$ cat src/rtl/gmt_pkg.sv
package gmt_pkg;

    localparam int ID_W     = 16;
    localparam int CMD_W    = 2;
    localparam int STATUS_W = 2;

    typedef logic [ID_W-1:0]     id_t;
    typedef logic [CMD_W-1:0]    cmd_t;
    typedef logic [STATUS_W-1:0] status_t;

    localparam cmd_t CMD_ADD   = 2'd0;
    localparam cmd_t CMD_DEL   = 2'd1;
    localparam cmd_t CMD_FIND  = 2'd2;
    localparam cmd_t CMD_CLEAR = 2'd3;

    localparam status_t ST_OK       = 2'd0;
    localparam status_t ST_FULL     = 2'd1;
    localparam status_t ST_NOTFOUND = 2'd2;

endpackage

$ cat src/rtl/gmt_id_ram.sv
module gmt_id_ram #(
    parameter int DEPTH = 16,
    parameter int AW    = 4
) (
    input  logic            clk,
    input  logic            we,
    input  logic [AW-1:0]   waddr,
    input  gmt_pkg::id_t    wdata,
    input  logic [AW-1:0]   raddr,
    output gmt_pkg::id_t    rdata
);
    import gmt_pkg::*;

    id_t mem [DEPTH];
    id_t rdata_reg;

    always_ff @(posedge clk)
    begin
        if (we)
        begin
            mem[waddr] <= wdata;
        end
        rdata_reg <= mem[raddr];
    end

    assign rdata = rdata_reg;

endmodule

$ cat src/rtl/group_membership_table_unit.sv
// Group membership table: TABLE_SLOTS slots of 16-bit group ids with a valid bit per slot.
// An item is taken when start is high and busy is low; it carries command and grp_id.
// Commands: add stores the id in the lowest free slot, delete clears the lowest valid slot
// holding the id, find looks the id up, and clear drops every valid bit.
// Every item yields exactly one result: done is high for one cycle with status on the port.
// The receiver cannot stall; each result is taken in the cycle that done is high.
// Slot ids live in a synchronous memory with one read port; delete and find walk it one slot
// per cycle behind a registered read, and stop at the first valid slot holding the id or
// report not found after the last slot.
// Add walks the valid bits one slot per cycle: it stores the id in the lowest free slot,
// or reports full when the last slot is valid as well.
// Clear shows done in the cycle after it is taken. An item may be taken in the cycle its
// predecessor shows done. The scan walks the slots in order, so a scanning item holds the
// block busy until its result shows; a clear never raises busy.
// Reset empties the valid map and drops any item in flight; the memory needs no clearing.
module group_membership_table_unit #(
    parameter int TABLE_SLOTS = 16
) (
    input  logic               clk,
    input  logic               rst_n,
    input  logic               start,
    output logic               busy,
    input  gmt_pkg::cmd_t      command,
    input  gmt_pkg::id_t       grp_id,
    output logic               done,
    output gmt_pkg::status_t   status
);
    import gmt_pkg::*;

    localparam int IDX_W = (TABLE_SLOTS > 1) ? $clog2(TABLE_SLOTS) : 1;
    localparam int CNT_W = $clog2(TABLE_SLOTS + 1);
    localparam logic [IDX_W-1:0] LAST_IDX  = IDX_W'(TABLE_SLOTS - 1);
    localparam logic [CNT_W-1:0] SLOTS_CNT = CNT_W'(TABLE_SLOTS);

    localparam logic S_IDLE = 1'b0;
    localparam logic S_SCAN = 1'b1;

    logic                   state_reg, state_next;
    cmd_t                   cmd_reg, cmd_next;
    id_t                    id_reg, id_next;
    logic [CNT_W-1:0]       cnt_reg, cnt_next;
    logic                   cmp_valid_reg, cmp_valid_next;
    logic [IDX_W-1:0]       cmp_idx_reg, cmp_idx_next;
    logic [TABLE_SLOTS-1:0] valid_reg, valid_next;
    logic                   done_reg, done_next;
    status_t                status_reg, status_next;

    logic [IDX_W-1:0]       scan_idx;
    logic                   ram_we;
    id_t                    ram_rdata;

    assign scan_idx = cnt_reg[IDX_W-1:0];

    gmt_id_ram #(
        .DEPTH (TABLE_SLOTS),
        .AW    (IDX_W)
    ) u_id_ram (
        .clk   (clk),
        .we    (ram_we),
        .waddr (scan_idx),
        .wdata (id_reg),
        .raddr (scan_idx),
        .rdata (ram_rdata)
    );

    always_comb
    begin
        state_next     = state_reg;
        cmd_next       = cmd_reg;
        id_next        = id_reg;
        cnt_next       = cnt_reg;
        cmp_valid_next = 1'b0;
        cmp_idx_next   = cmp_idx_reg;
        valid_next     = valid_reg;
        done_next      = 1'b0;
        status_next    = status_reg;
        ram_we         = 1'b0;

        case (state_reg)
            S_IDLE:
            begin
                if (start)
                begin
                    cmd_next = command;
                    id_next  = grp_id;
                    cnt_next = '0;
                    if (command == CMD_CLEAR)
                    begin
                        valid_next  = '0;
                        done_next   = 1'b1;
                        status_next = ST_OK;
                    end
                    else
                    begin
                        state_next = S_SCAN;
                    end
                end
            end
            S_SCAN:
            begin
                case (cmd_reg)
                    CMD_ADD:
                    begin
                        if (!valid_reg[scan_idx])
                        begin
                            ram_we               = 1'b1;
                            valid_next[scan_idx] = 1'b1;
                            done_next            = 1'b1;
                            status_next          = ST_OK;
                            state_next           = S_IDLE;
                        end
                        else if (scan_idx == LAST_IDX)
                        begin
                            done_next   = 1'b1;
                            status_next = ST_FULL;
                            state_next  = S_IDLE;
                        end
                        else
                        begin
                            cnt_next = cnt_reg + 1'b1;
                        end
                    end
                    default:
                    begin
                        if (cnt_reg != SLOTS_CNT)
                        begin
                            cmp_valid_next = 1'b1;
                            cmp_idx_next   = scan_idx;
                            cnt_next       = cnt_reg + 1'b1;
                        end
                        if (cmp_valid_reg)
                        begin
                            if (valid_reg[cmp_idx_reg] && (ram_rdata == id_reg))
                            begin
                                if (cmd_reg == CMD_DEL)
                                begin
                                    valid_next[cmp_idx_reg] = 1'b0;
                                end
                                cmp_valid_next = 1'b0;
                                done_next      = 1'b1;
                                status_next    = ST_OK;
                                state_next     = S_IDLE;
                            end
                            else if (cmp_idx_reg == LAST_IDX)
                            begin
                                cmp_valid_next = 1'b0;
                                done_next      = 1'b1;
                                status_next    = ST_NOTFOUND;
                                state_next     = S_IDLE;
                            end
                        end
                    end
                endcase
            end
            default:
            begin
                state_next = S_IDLE;
            end
        endcase
    end

    always_ff @(posedge clk or negedge rst_n)
    begin
        if (!rst_n)
        begin
            state_reg     <= S_IDLE;
            cnt_reg       <= '0;
            cmp_valid_reg <= 1'b0;
            valid_reg     <= '0;
            done_reg      <= 1'b0;
        end
        else
        begin
            state_reg     <= state_next;
            cnt_reg       <= cnt_next;
            cmp_valid_reg <= cmp_valid_next;
            valid_reg     <= valid_next;
            done_reg      <= done_next;
        end
    end

    always_ff @(posedge clk)
    begin
        cmd_reg     <= cmd_next;
        id_reg      <= id_next;
        cmp_idx_reg <= cmp_idx_next;
        status_reg  <= status_next;
    end

    assign busy   = (state_reg != S_IDLE);
    assign done   = done_reg;
    assign status = status_reg;

endmodule
$ cat config.mk
export PLATFORM = sky130hd
export DESIGN_NAME = group_membership_table_unit
export DESIGN_NICKNAME = d
export VERILOG_FILES = /design/src/rtl/gmt_pkg.sv /design/src/rtl/gmt_id_ram.sv /design/src/rtl/group_membership_table_unit.sv
export SDC_FILE = /design/constraint.sdc
export NUM_CORES = 1
export LEC_CHECK = 0
export ABC_AREA = 1
export BUFFER_PORTS_ARGS = -buffer_cell sky130_fd_sc_hd__clkbuf_2
export CAP_MARGIN = 10
export CORE_MARGIN = 1
export CORE_UTILIZATION = 40
export DETAILED_ROUTE_END_ITERATION = 12
export PLACE_DENSITY = 0.62
export SETUP_SLACK_MARGIN = 0.15
export SYNTH_ARGS = -nofsm -noshare
export SYNTH_HDL_FRONTEND = slang
export SYNTH_HIERARCHICAL = 1
export SYNTH_SLANG_ARGS = --single-unit
$ cat constraint.sdc
create_clock -name clk -period 2.4 [get_ports clk]
set_clock_uncertainty 0.1 [all_clocks]
set_input_delay 0.24 -clock clk [delete_from_list [all_inputs] [get_ports clk]]
set_output_delay 0.24 -clock clk [all_outputs]
set_load 0.005 [all_outputs]
## Word level (Yosys, flattened, before mapping)

Memory sizes are Yosys's and may differ from the RTL's. A register that Yosys moved wholly into a read port is not among the register bits.
Index checks and enable logic that the tools add are counted.
Widths: inputs -> output; s select.

- Bits in registers: 48
- Bits in latches: 0
- Output and inout port bits: 4
- Input port bits: 21
- Bits in read-only memories: 0
- Memories: 1
- Bits in writable memories: 256

- Order comparisons: 4
- Shift operators: 0
- Bitwise logic cells: 5
- Reductions and logical operators: 9
- Muxes and demuxes: 60
- Equal/unequal tests: 17
- Div/mod/pow operators: 0
- $mul: 0
- Add/subtract/negate cells: 1

Memories:

| name | words | width | rd ports | clocked after Yosys merged registers in | write ports | RTL line | text |
|---|---|---|---|---|---|---|---|
| u_id_ram.mem | 16 | 16 | 1 | 1 | 1 | gmt_id_ram.sv:14 | `id_t mem [DEPTH];` |

Operators by type and width:

| kind | number |
|---|---|
| $mux 16 | 7 |
| $pmux 16 s2 | 1 |
| $mux 1 | 31 |
| $mux 5 | 5 |
| $and 16x16->16 | 1 |
| $eq 16x16->1 | 1 |
| $mux 2 | 8 |
| $not 16->16 | 1 |
| $or 16x16->16 | 1 |
| $ne 3x1->1 const B | 4 |
| $lt 4x5->1 const B | 2 |
| $pmux 5 s2 | 1 |
| $ne 3x3->1 const B | 3 |
| $bmux 1 s4 | 2 |
| $demux 1 s4 | 2 |
| $eq 4x4->1 const B | 2 |
| $ge 4x1->1 const B | 2 |
| $reduce_and 6->1 | 1 |
| $add 5x1->5 const B | 1 |
| $ne 5x5->1 const B | 1 |
| $reduce_and 5->1 | 1 |
| $ne 2x2->1 const B | 2 |
| $ne 4x1->1 const B | 1 |
| $ne 4x4->1 const B | 1 |
| 10 further kinds | 14 |

## Depth between registers and ports, before layout

Gate-level depths: netlist (run 1).

- Depth after elaboration: 11
- Mapped depth: 15
- Depth with buffers taken out: 14

## By module

Netlist (run 1), hierarchy kept.

By module, submodules not included:

| module | sequential area each (µm²) | times used | area an instance (µm²) | cells an instance |
|---|---|---|---|---|
| gmt_id_ram | 8007.7 | 1 | 11380.9 | 1074 |
| group_membership_table_unit | 1321.3 | 1 | 2961.6 | 372 |

## Worst setup path after synthesis (run 1)

OpenSTA, ideal clock, no wires.

- Path kind: flip-flop to flip-flop
- Start: reg cnt_reg[0]
- End: mem u_id_ram/mem[12][0] (netlist name), enable pin
- Slack: -0.253 ns
- Library setup time: 0.388 ns
- Stages on the path, launching flop included: 12
- Path buffers: 1
- Arrival time: 2.165 ns
- Path through: dfrtp_1 > buf_4 > nand2_1 > nand3_2 > nand2_1 > nand2_1 > nand2_2 > nor2_4 > nand2_1 > inv_1 > nand3_1 > nor2_1

- Longest elaborated chain between the ends: 7

RTL lines:

| what | RTL line | text |
|---|---|---|
| from (decl) | group_membership_table_unit.sv:41 | `logic [CNT_W-1:0] cnt_reg, cnt_next;` |
| from (signal assigned) | group_membership_table_unit.sv:175 | `cnt_reg <= cnt_next;` |
| $bmux 1 s4 | group_membership_table_unit.sv:104 | `if (!valid_reg[scan_idx])` |
| $mux 1 (implied by the code) | group_membership_table_unit.sv:104 |  |
| $mux 1 | group_membership_table_unit.sv:104 |  |
| $mux 1 | group_membership_table_unit.sv:101 | `case (cmd_reg)` |
| $mux 1 | group_membership_table_unit.sv:79 | `case (state_reg)` |
| named net ram_we | group_membership_table_unit.sv:49 | `logic ram_we;` |
| $mux 1 | gmt_id_ram.sv:19 | `if (we)` |
| $mux 1 (implied by the code) | gmt_id_ram.sv:21 | `mem[waddr] <= wdata;` |
| to (decl) | gmt_id_ram.sv:14 |  |

The timed path passes the listed nets, and every way through them passes these cells. The select of a mux whose other input is x is not followed.

## Worst setup path in the final report (run 1)

- Start: reg cnt_reg[0]
- End: mem u_id_ram/mem[15][0] (netlist name), enable pin

The elaborated chain is that of the path after synthesis.

==> qor.txt, run 1 <==
I/O pin total - 25
worst reg-to-reg path cell count - 13
die area - 36,600 um2
Crit. End Element - flop
share of cells above drive strength 1 - 0.147
Fin. Hold Viols - 0
P per Cell Area - 1060 nW/um2
commonest cells after routing, fill and taps aside - nand2_1, edfxtp_1, inv_1, nand3_1, buf_4
Starting Density - 0.411
IO buf count - 24
Tcrit/Tclk final - 0.952
initial DRC count - 884
Num CTS Buffers - 35
Worst Max-Slew Pin Slew - 795 ps
setup TNS - 0 ps
initial antenna violation count - 0
Largest register FFs - 256
Worst EP required - 2520 ps
Clock Sinks - 320
nets - 1,582
yosys warns - 6
Rows - 68
Slew Limit Fails - 0
outcome - finished, final reports clean
Worst Hold Class - in2reg
final setup margin - 116 ps
syn_area_per_cell - 9.92 um2
number of inserted diodes - 0
P&R area growth vs syn - 19.8%
Post-Syn Instances - 1,446
largest net degree at the start of global routing - 78
fin crit period - 2280 ps
max-cap violations - 0
WL per Instance - 16.9 um
Biggest register - u_id_ram/mem
Final setup viols - 0
Synth Net Count - 1,471
vias in the first global route - 9,822
RSZ-0062 raised after global routing - yes
post-DP HPWL - 21.7 mm
Remaining DRCs - 0
Max transition margin - 0.470
Synth Cell Area - 14,300 um2
critical-path maximum fanout - 11
#FFs+latches synth - 320
first-pass GRT wire length - 54.5 mm
fmax - 438 MHz
via density per instance - 4.91
vias post-DR - 10,000
Die Y - 191 um
CTS Buffer Depth - 3
leakage dissipation - 7.31 nW
All-Layer GR Usage - 0.194
Worst-Skew Late Latency - 530 ps
Crit Path Category - reg2reg
Setup WS pre-CTS - 62.4 ps
commonest non-fill, non-tap cell in the layout - nand2_1
CTS root buf - clkbuf_16
clock-pin slew on the worst setup and hold paths - 60 ps
CTS tree - yes
Core Area - 34,900 um2
Overflow after GRT - 0
CTS H-tree depth - 2
Distinct cells, synth - 32
Hold Path Depth - 5
Routed Antenna Nets - 0
gpl congestion - 0.877
DR pass1 iterations - 5
Critical Path AT - 2410 ps
Worst setup SP type - flop
Final Routed Wirelength - 34.4 mm
Die Width - 191 um
Peak VDD IR - 0.709 mV
post-synthesis sequential area ratio - 0.650
-- where the power goes --
part           switching (W)  total [W]  leakage [nW]  internal (W)
logic                0.00409    0.00612          3.80       0.00204
clock network        0.00214    0.00506         0.529       0.00292
registers           0.000323    0.00702          2.98       0.00670
-- path summary, 6_finish.rpt --
kind / slack (ps) / startpoint / end
setup / recovery: 120 / cnt_reg[0]$_DFFE_PN0P_ / u_id_ram/mem[15][0]$_DFFE_PP_
hold / removal: 70 / start / done$_DFF_PN0_
setup reg to reg: 120 / cnt_reg[0]$_DFFE_PN0P_ / u_id_ram/mem[15][0]$_DFFE_PP_
hold reg to reg: 420 / valid_reg[4]$_DFFE_PN0P_ / valid_reg[4]$_DFFE_PN0P_
max in group asynchronous: 1540 / rst_n / cnt_reg[0]$_DFFE_PN0P_
min in group asynchronous: 180 / rst_n / valid_reg[0]$_DFFE_PN0P_
-- worst max-delay path, cell delays in order, from the launching register on --
cell,delay [ps]
dfrtp_4,530
inv_4,110
nand2_2,50
nand3_1,70
nand2_1,50
nand2_1,70
nand2_2,60
nor2_4,130
nand2_4,90
inv_4,90
buf_4,110
nand3_4,140
nor2_4,200
buf_12,170
-- area by class of cell --
type | count | area (um2)
clock inverters | 15 | 129
clock buffers | 47 | 951
repair inverters | 1 | 6.26
flip-flops and latches | 320 | 9340
multi-input cells | 822 | 3890
fillers | 3189 | 17700
repair buffers | 135 | 1380
inverters | 242 | 918
well taps | 455 | 569
-- stage by stage --
| step | hold slack, ps | cells | total power [W] | area, um2 | utilization |
|---|---|---|---|---|---|
| floorplan | -156 | 1446 | 0.0111 | 14500 | - |
| global placement | 189 | 1941 | 0.0128 | 15600 | 0.447 |
| global route | 98.6 | 2037 | 0.0192 | 17200 | 0.492 |
| finish | 73.5 | 2037 | 0.0182 | 17200 | 0.492 |
| CTS | 69.0 | 2031 | 0.0181 | 17000 | 0.487 |
| detailed placement | 207 | 1941 | 0.0129 | 15600 | 0.447 |
-- synthesized netlist by cell type, drive strengths merged --
master  number  area share
clkbuf      12      0.0031
dfxtp       16       0.022
edfxtp     280        0.59
nand3b       2      0.0010
a221oi      12      0.0073
dfrtp       24       0.042
nor2        31       0.010
xnor2       16      0.0098
nand3      222       0.078
a211oi       4      0.0021
nand2      495        0.13
a22oi        1     0.00052
or2          1     0.00044
inv        242       0.063
ha           4      0.0035
o21ai       21      0.0073
xor2         3      0.0018
buf         50       0.024
nand4        2     0.00087
a21oi        8      0.0036
-- cells by family after synthesis --
group                    synth area share
XOR/XNOR                           0.0116
AO/OA/AOI/OAI                      0.0208
buffers and inverters              0.0908
AND/OR/NAND/NOR                     0.223
flip-flops                          0.650
adder cells (fa/ha/maj)           0.00349
-- repair_timing --
item | 4_1_cts | 5_1_grt
resized for setup | 6 | 36
hold buffers | 19 | 0
setup endpoints to repair | 256 | 272
gates cloned | 1 | 1
pin swaps | 3 | 13
buffers inserted | 8 | 5
endpoints found under the hold margin | 43 | 0
-- routing by layer --
layer,track usage,part of all wire,up-vias
li1,-,-,4893
met1,0.268,0.44,4805
met2,0.324,0.49,279
met3,0.0235,0.052,34
met4,0.0498,0.017,0
met5,0,0,-
(Power assumes the default switching activity.)
==> run 2: changes to the inputs <==
- CORE_UTILIZATION: 40 -> 57
- PLACE_DENSITY: 0.62 -> default
- PLACE_DENSITY_LB_ADDON: default -> 0.12
- TNS_END_PERCENT: default -> 5
==> qor.txt, run 2 (synthesized netlist as in run 1, its figures left out) <==
outcome - finished, final reports clean (unchanged)
nets - 1,576 (was 1,582)
Die Width - 161 um (was 191 um)
CTS tree - yes (unchanged)
Worst Max-Slew Pin Slew - 809 ps (was 795 ps)
Core Area - 24,500 um2 (was 34,900 um2)
Largest register FFs - 256 (unchanged)
crit path from - cnt_reg[0]$_DFFE_PN0P_ (unchanged)
Max transition margin - 0.460 (was 0.470)
Rows - 57 (was 68)
Biggest register - u_id_ram/mem (unchanged)
WL per Instance - 18.3 um (was 16.9 um)
post-DP HPWL - 22.5 mm (was 21.7 mm)
Slew Limit Fails - 0 (unchanged)
Clk network pwr share - 0.287 (was 0.278)
P&R area growth vs syn - 17.4% (was 19.8%)
CTS Buffer Depth - 3 (unchanged)
Critical Path AT - 2380 ps (was 2410 ps)
Worst setup SP type - flop (unchanged)
worst r2r src - cnt_reg[0]$_DFFE_PN0P_ (unchanged)
setup TNS - 0 ps (unchanged)
crit path cell chain - inv_8 > nand2_1 > nand3_1 > nand2_1 > nand2_1 > nand2_2 > nor2_4 > nand2_4 > clkinv_4 > nand3b_1 > buf_4 > nor2_4 > buf_12 (was inv_4 > nand2_2 > nand3_1 > nand2_1 > nand2_1 > nand2_2 > nor2_4 > nand2_4 > inv_4 > buf_4 > nand3_4 > nor2_4 > buf_12)
Remaining DRCs - 0 (unchanged)
most frequent CP cell - nand2_1
Fin. Hold Viols - 0 (unchanged)
I/O pin total - 25 (unchanged)
Internal - 0.0117 W (about the same)
Hold Startpoint - start (unchanged)
Comb pwr share - 0.327 (was 0.336)
CTS H-tree depth - 2 (unchanged)
fmax - 440 MHz (was 438 MHz)
Net Sw Frac - 0.354 (was 0.360)
largest net degree at the start of global routing - 57 (was 78)
Sw Pwr - 0.00644 W (was 0.00655 W)
CTS root buf - clkbuf_16 (unchanged)
vias post-DR - 10,200 (was 10,000)
Routed Antenna Nets - 0 (unchanged)
Tcrit/Tclk final - 0.947 (was 0.952)
share of cells above drive strength 1 - 0.136 (was 0.147)
Peak VDD IR - 0.707 mV (was 0.709 mV)
commonest cells after routing, fill and taps aside - nand2_1, edfxtp_1, inv_1, nand3_1, buf_4 (unchanged)
Area after DPL - 15,400 um2 (was 15,600 um2)
gpl congestion - 1.00 (was 0.877)
Final setup viols - 0 (unchanged)
Crit-path slowest cell - dfrtp_4 (unchanged)
Worst EP required - 2500 ps (was 2520 ps)
critical-path maximum fanout - 12 (was 11)
Pwr Total - 0.0182 W (about the same)
leakage dissipation - 7.27 nW (was 7.31 nW)
number of inserted diodes - 0 (unchanged)
via density per instance - 5.35 (was 4.91)
die area - 25,800 um2 (was 36,600 um2)
Largest stage delay, worst path - 530 ps (about the same)
Overflow after GRT - 0 (unchanged)
post-route cell area - 16,800 um2 (was 17,200 um2)
RSZ-0062 raised after global routing - yes (unchanged)
IO buf count - 24 (unchanged)
Worst-Skew Late Latency - 520 ps (was 530 ps)
Final Routed Wirelength - 34.8 mm (was 34.4 mm)
Crit. End Element - flop (unchanged)
Num CTS Buffers - 34 (was 35)
clock-pin slew on the worst setup and hold paths - 60 ps (about the same)
initial DRC count - 1,210 (was 884)
Clock Sinks - 320 (unchanged)
Reg power frac - 0.386 (about the same)
first-pass GRT wire length - 54.8 mm (was 54.5 mm)
DR pass1 iterations - 6 (was 5)
commonest non-fill, non-tap cell in the layout - nand2_1 (unchanged)
Starting Density - 0.585 (was 0.411)
Hold Slack - 131 ps (was 73.5 ps)
Die Y - 161 um (was 191 um)
P per Cell Area - 1080 nW/um2 (was 1060 nW/um2)
fin crit period - 2270 ps (was 2280 ps)
initial antenna violation count - 0 (unchanged)
Crit Path Category - reg2reg (unchanged)
All-Layer GR Usage - 0.281 (was 0.194)
vias in the first global route - 9,984 (was 9,822)
Worst Hold Class - in2reg (unchanged)
max-cap violations - 0 (unchanged)
-- run 2: cell count changes in the layout (fill, tap and decap cells not counted), sizes merged --
cell      change
buf           -5
inv           -5
clkinv        +3
bufinv        +2
clkbuf        +1
clkinvlp      -1
-- run 2: layer usage --
metal  vias to the layer above  track usage  share of wire
met4                         0        0.116          0.037
met1                      4790        0.372           0.41
met2                       409        0.468           0.49
met5                         -            0              0
li1                       4890            -              -
met3                        89       0.0387          0.069
-- run 2: final cells by class --
| class | count | area (um2) |
|---|---|---|
| Clock buffer | 47 | 961 |
| Clock inverter | 15 | 165 |
| Fill cell | 1884 | 7690 |
| Inverter | 242 | 923 |
| Multi-Input combinational cell | 822 | 3850 |
| Sequential cell | 320 | 9340 |
| Tap cell | 324 | 405 |
| Timing Repair Buffer | 131 | 1210 |
-- run 2: path summary, 6_finish.rpt --
kind,to,slack (ps),cells after the start
worst max-delay path,u_id_ram/mem[11][5]$_DFFE_PP_,130,13
worst min-delay path,done$_DFF_PN0_,130,5
worst max register to register,u_id_ram/mem[11][5]$_DFFE_PP_,130,13
worst min register to register,valid_reg[7]$_DFFE_PN0P_,430,2
max in group asynchronous,cnt_reg[0]$_DFFE_PN0P_,1470,2
min in group asynchronous,done$_DFF_PN0_,220,2
-- run 2: critical path: cells and delay by family, from the launching register on --
kind          cells  cell delay (ps)
buf+inv           4              550
flops             1              530
simple gates      9              790
-- run 2: per-stage QoR --
step                      setup WS, ps  cells  utilization
after floorplan                   98.2   1446            -
after global placement            56.6   1817        0.629
after detailed placement          42.5   1817        0.629
after CTS                         70.8   1898        0.682
after global routing              29.5   1901        0.687
final                              126   1901        0.687
-- run 2: power by group through the flow --
stage	clock, W	sequential, W	combinational [W]
final	0.00521	0.00702	0.00593
after detailed placement	0	0.00712	0.00573
after CTS	0.00526	0.00701	0.00582
after global routing	0.00548	0.00706	0.00652
after floorplan	0	0.00712	0.00399
after global placement	0	0.00711	0.00569
-- run 2: what timing repair did --
action	in CTS	in global routing
hold buffers	19	0
resized for setup	1	15
setup buffers	0	2
cloned	0	1
endpoints found under the hold margin	43	0
pin swaps	0	3
setup endpoints to repair	257	277
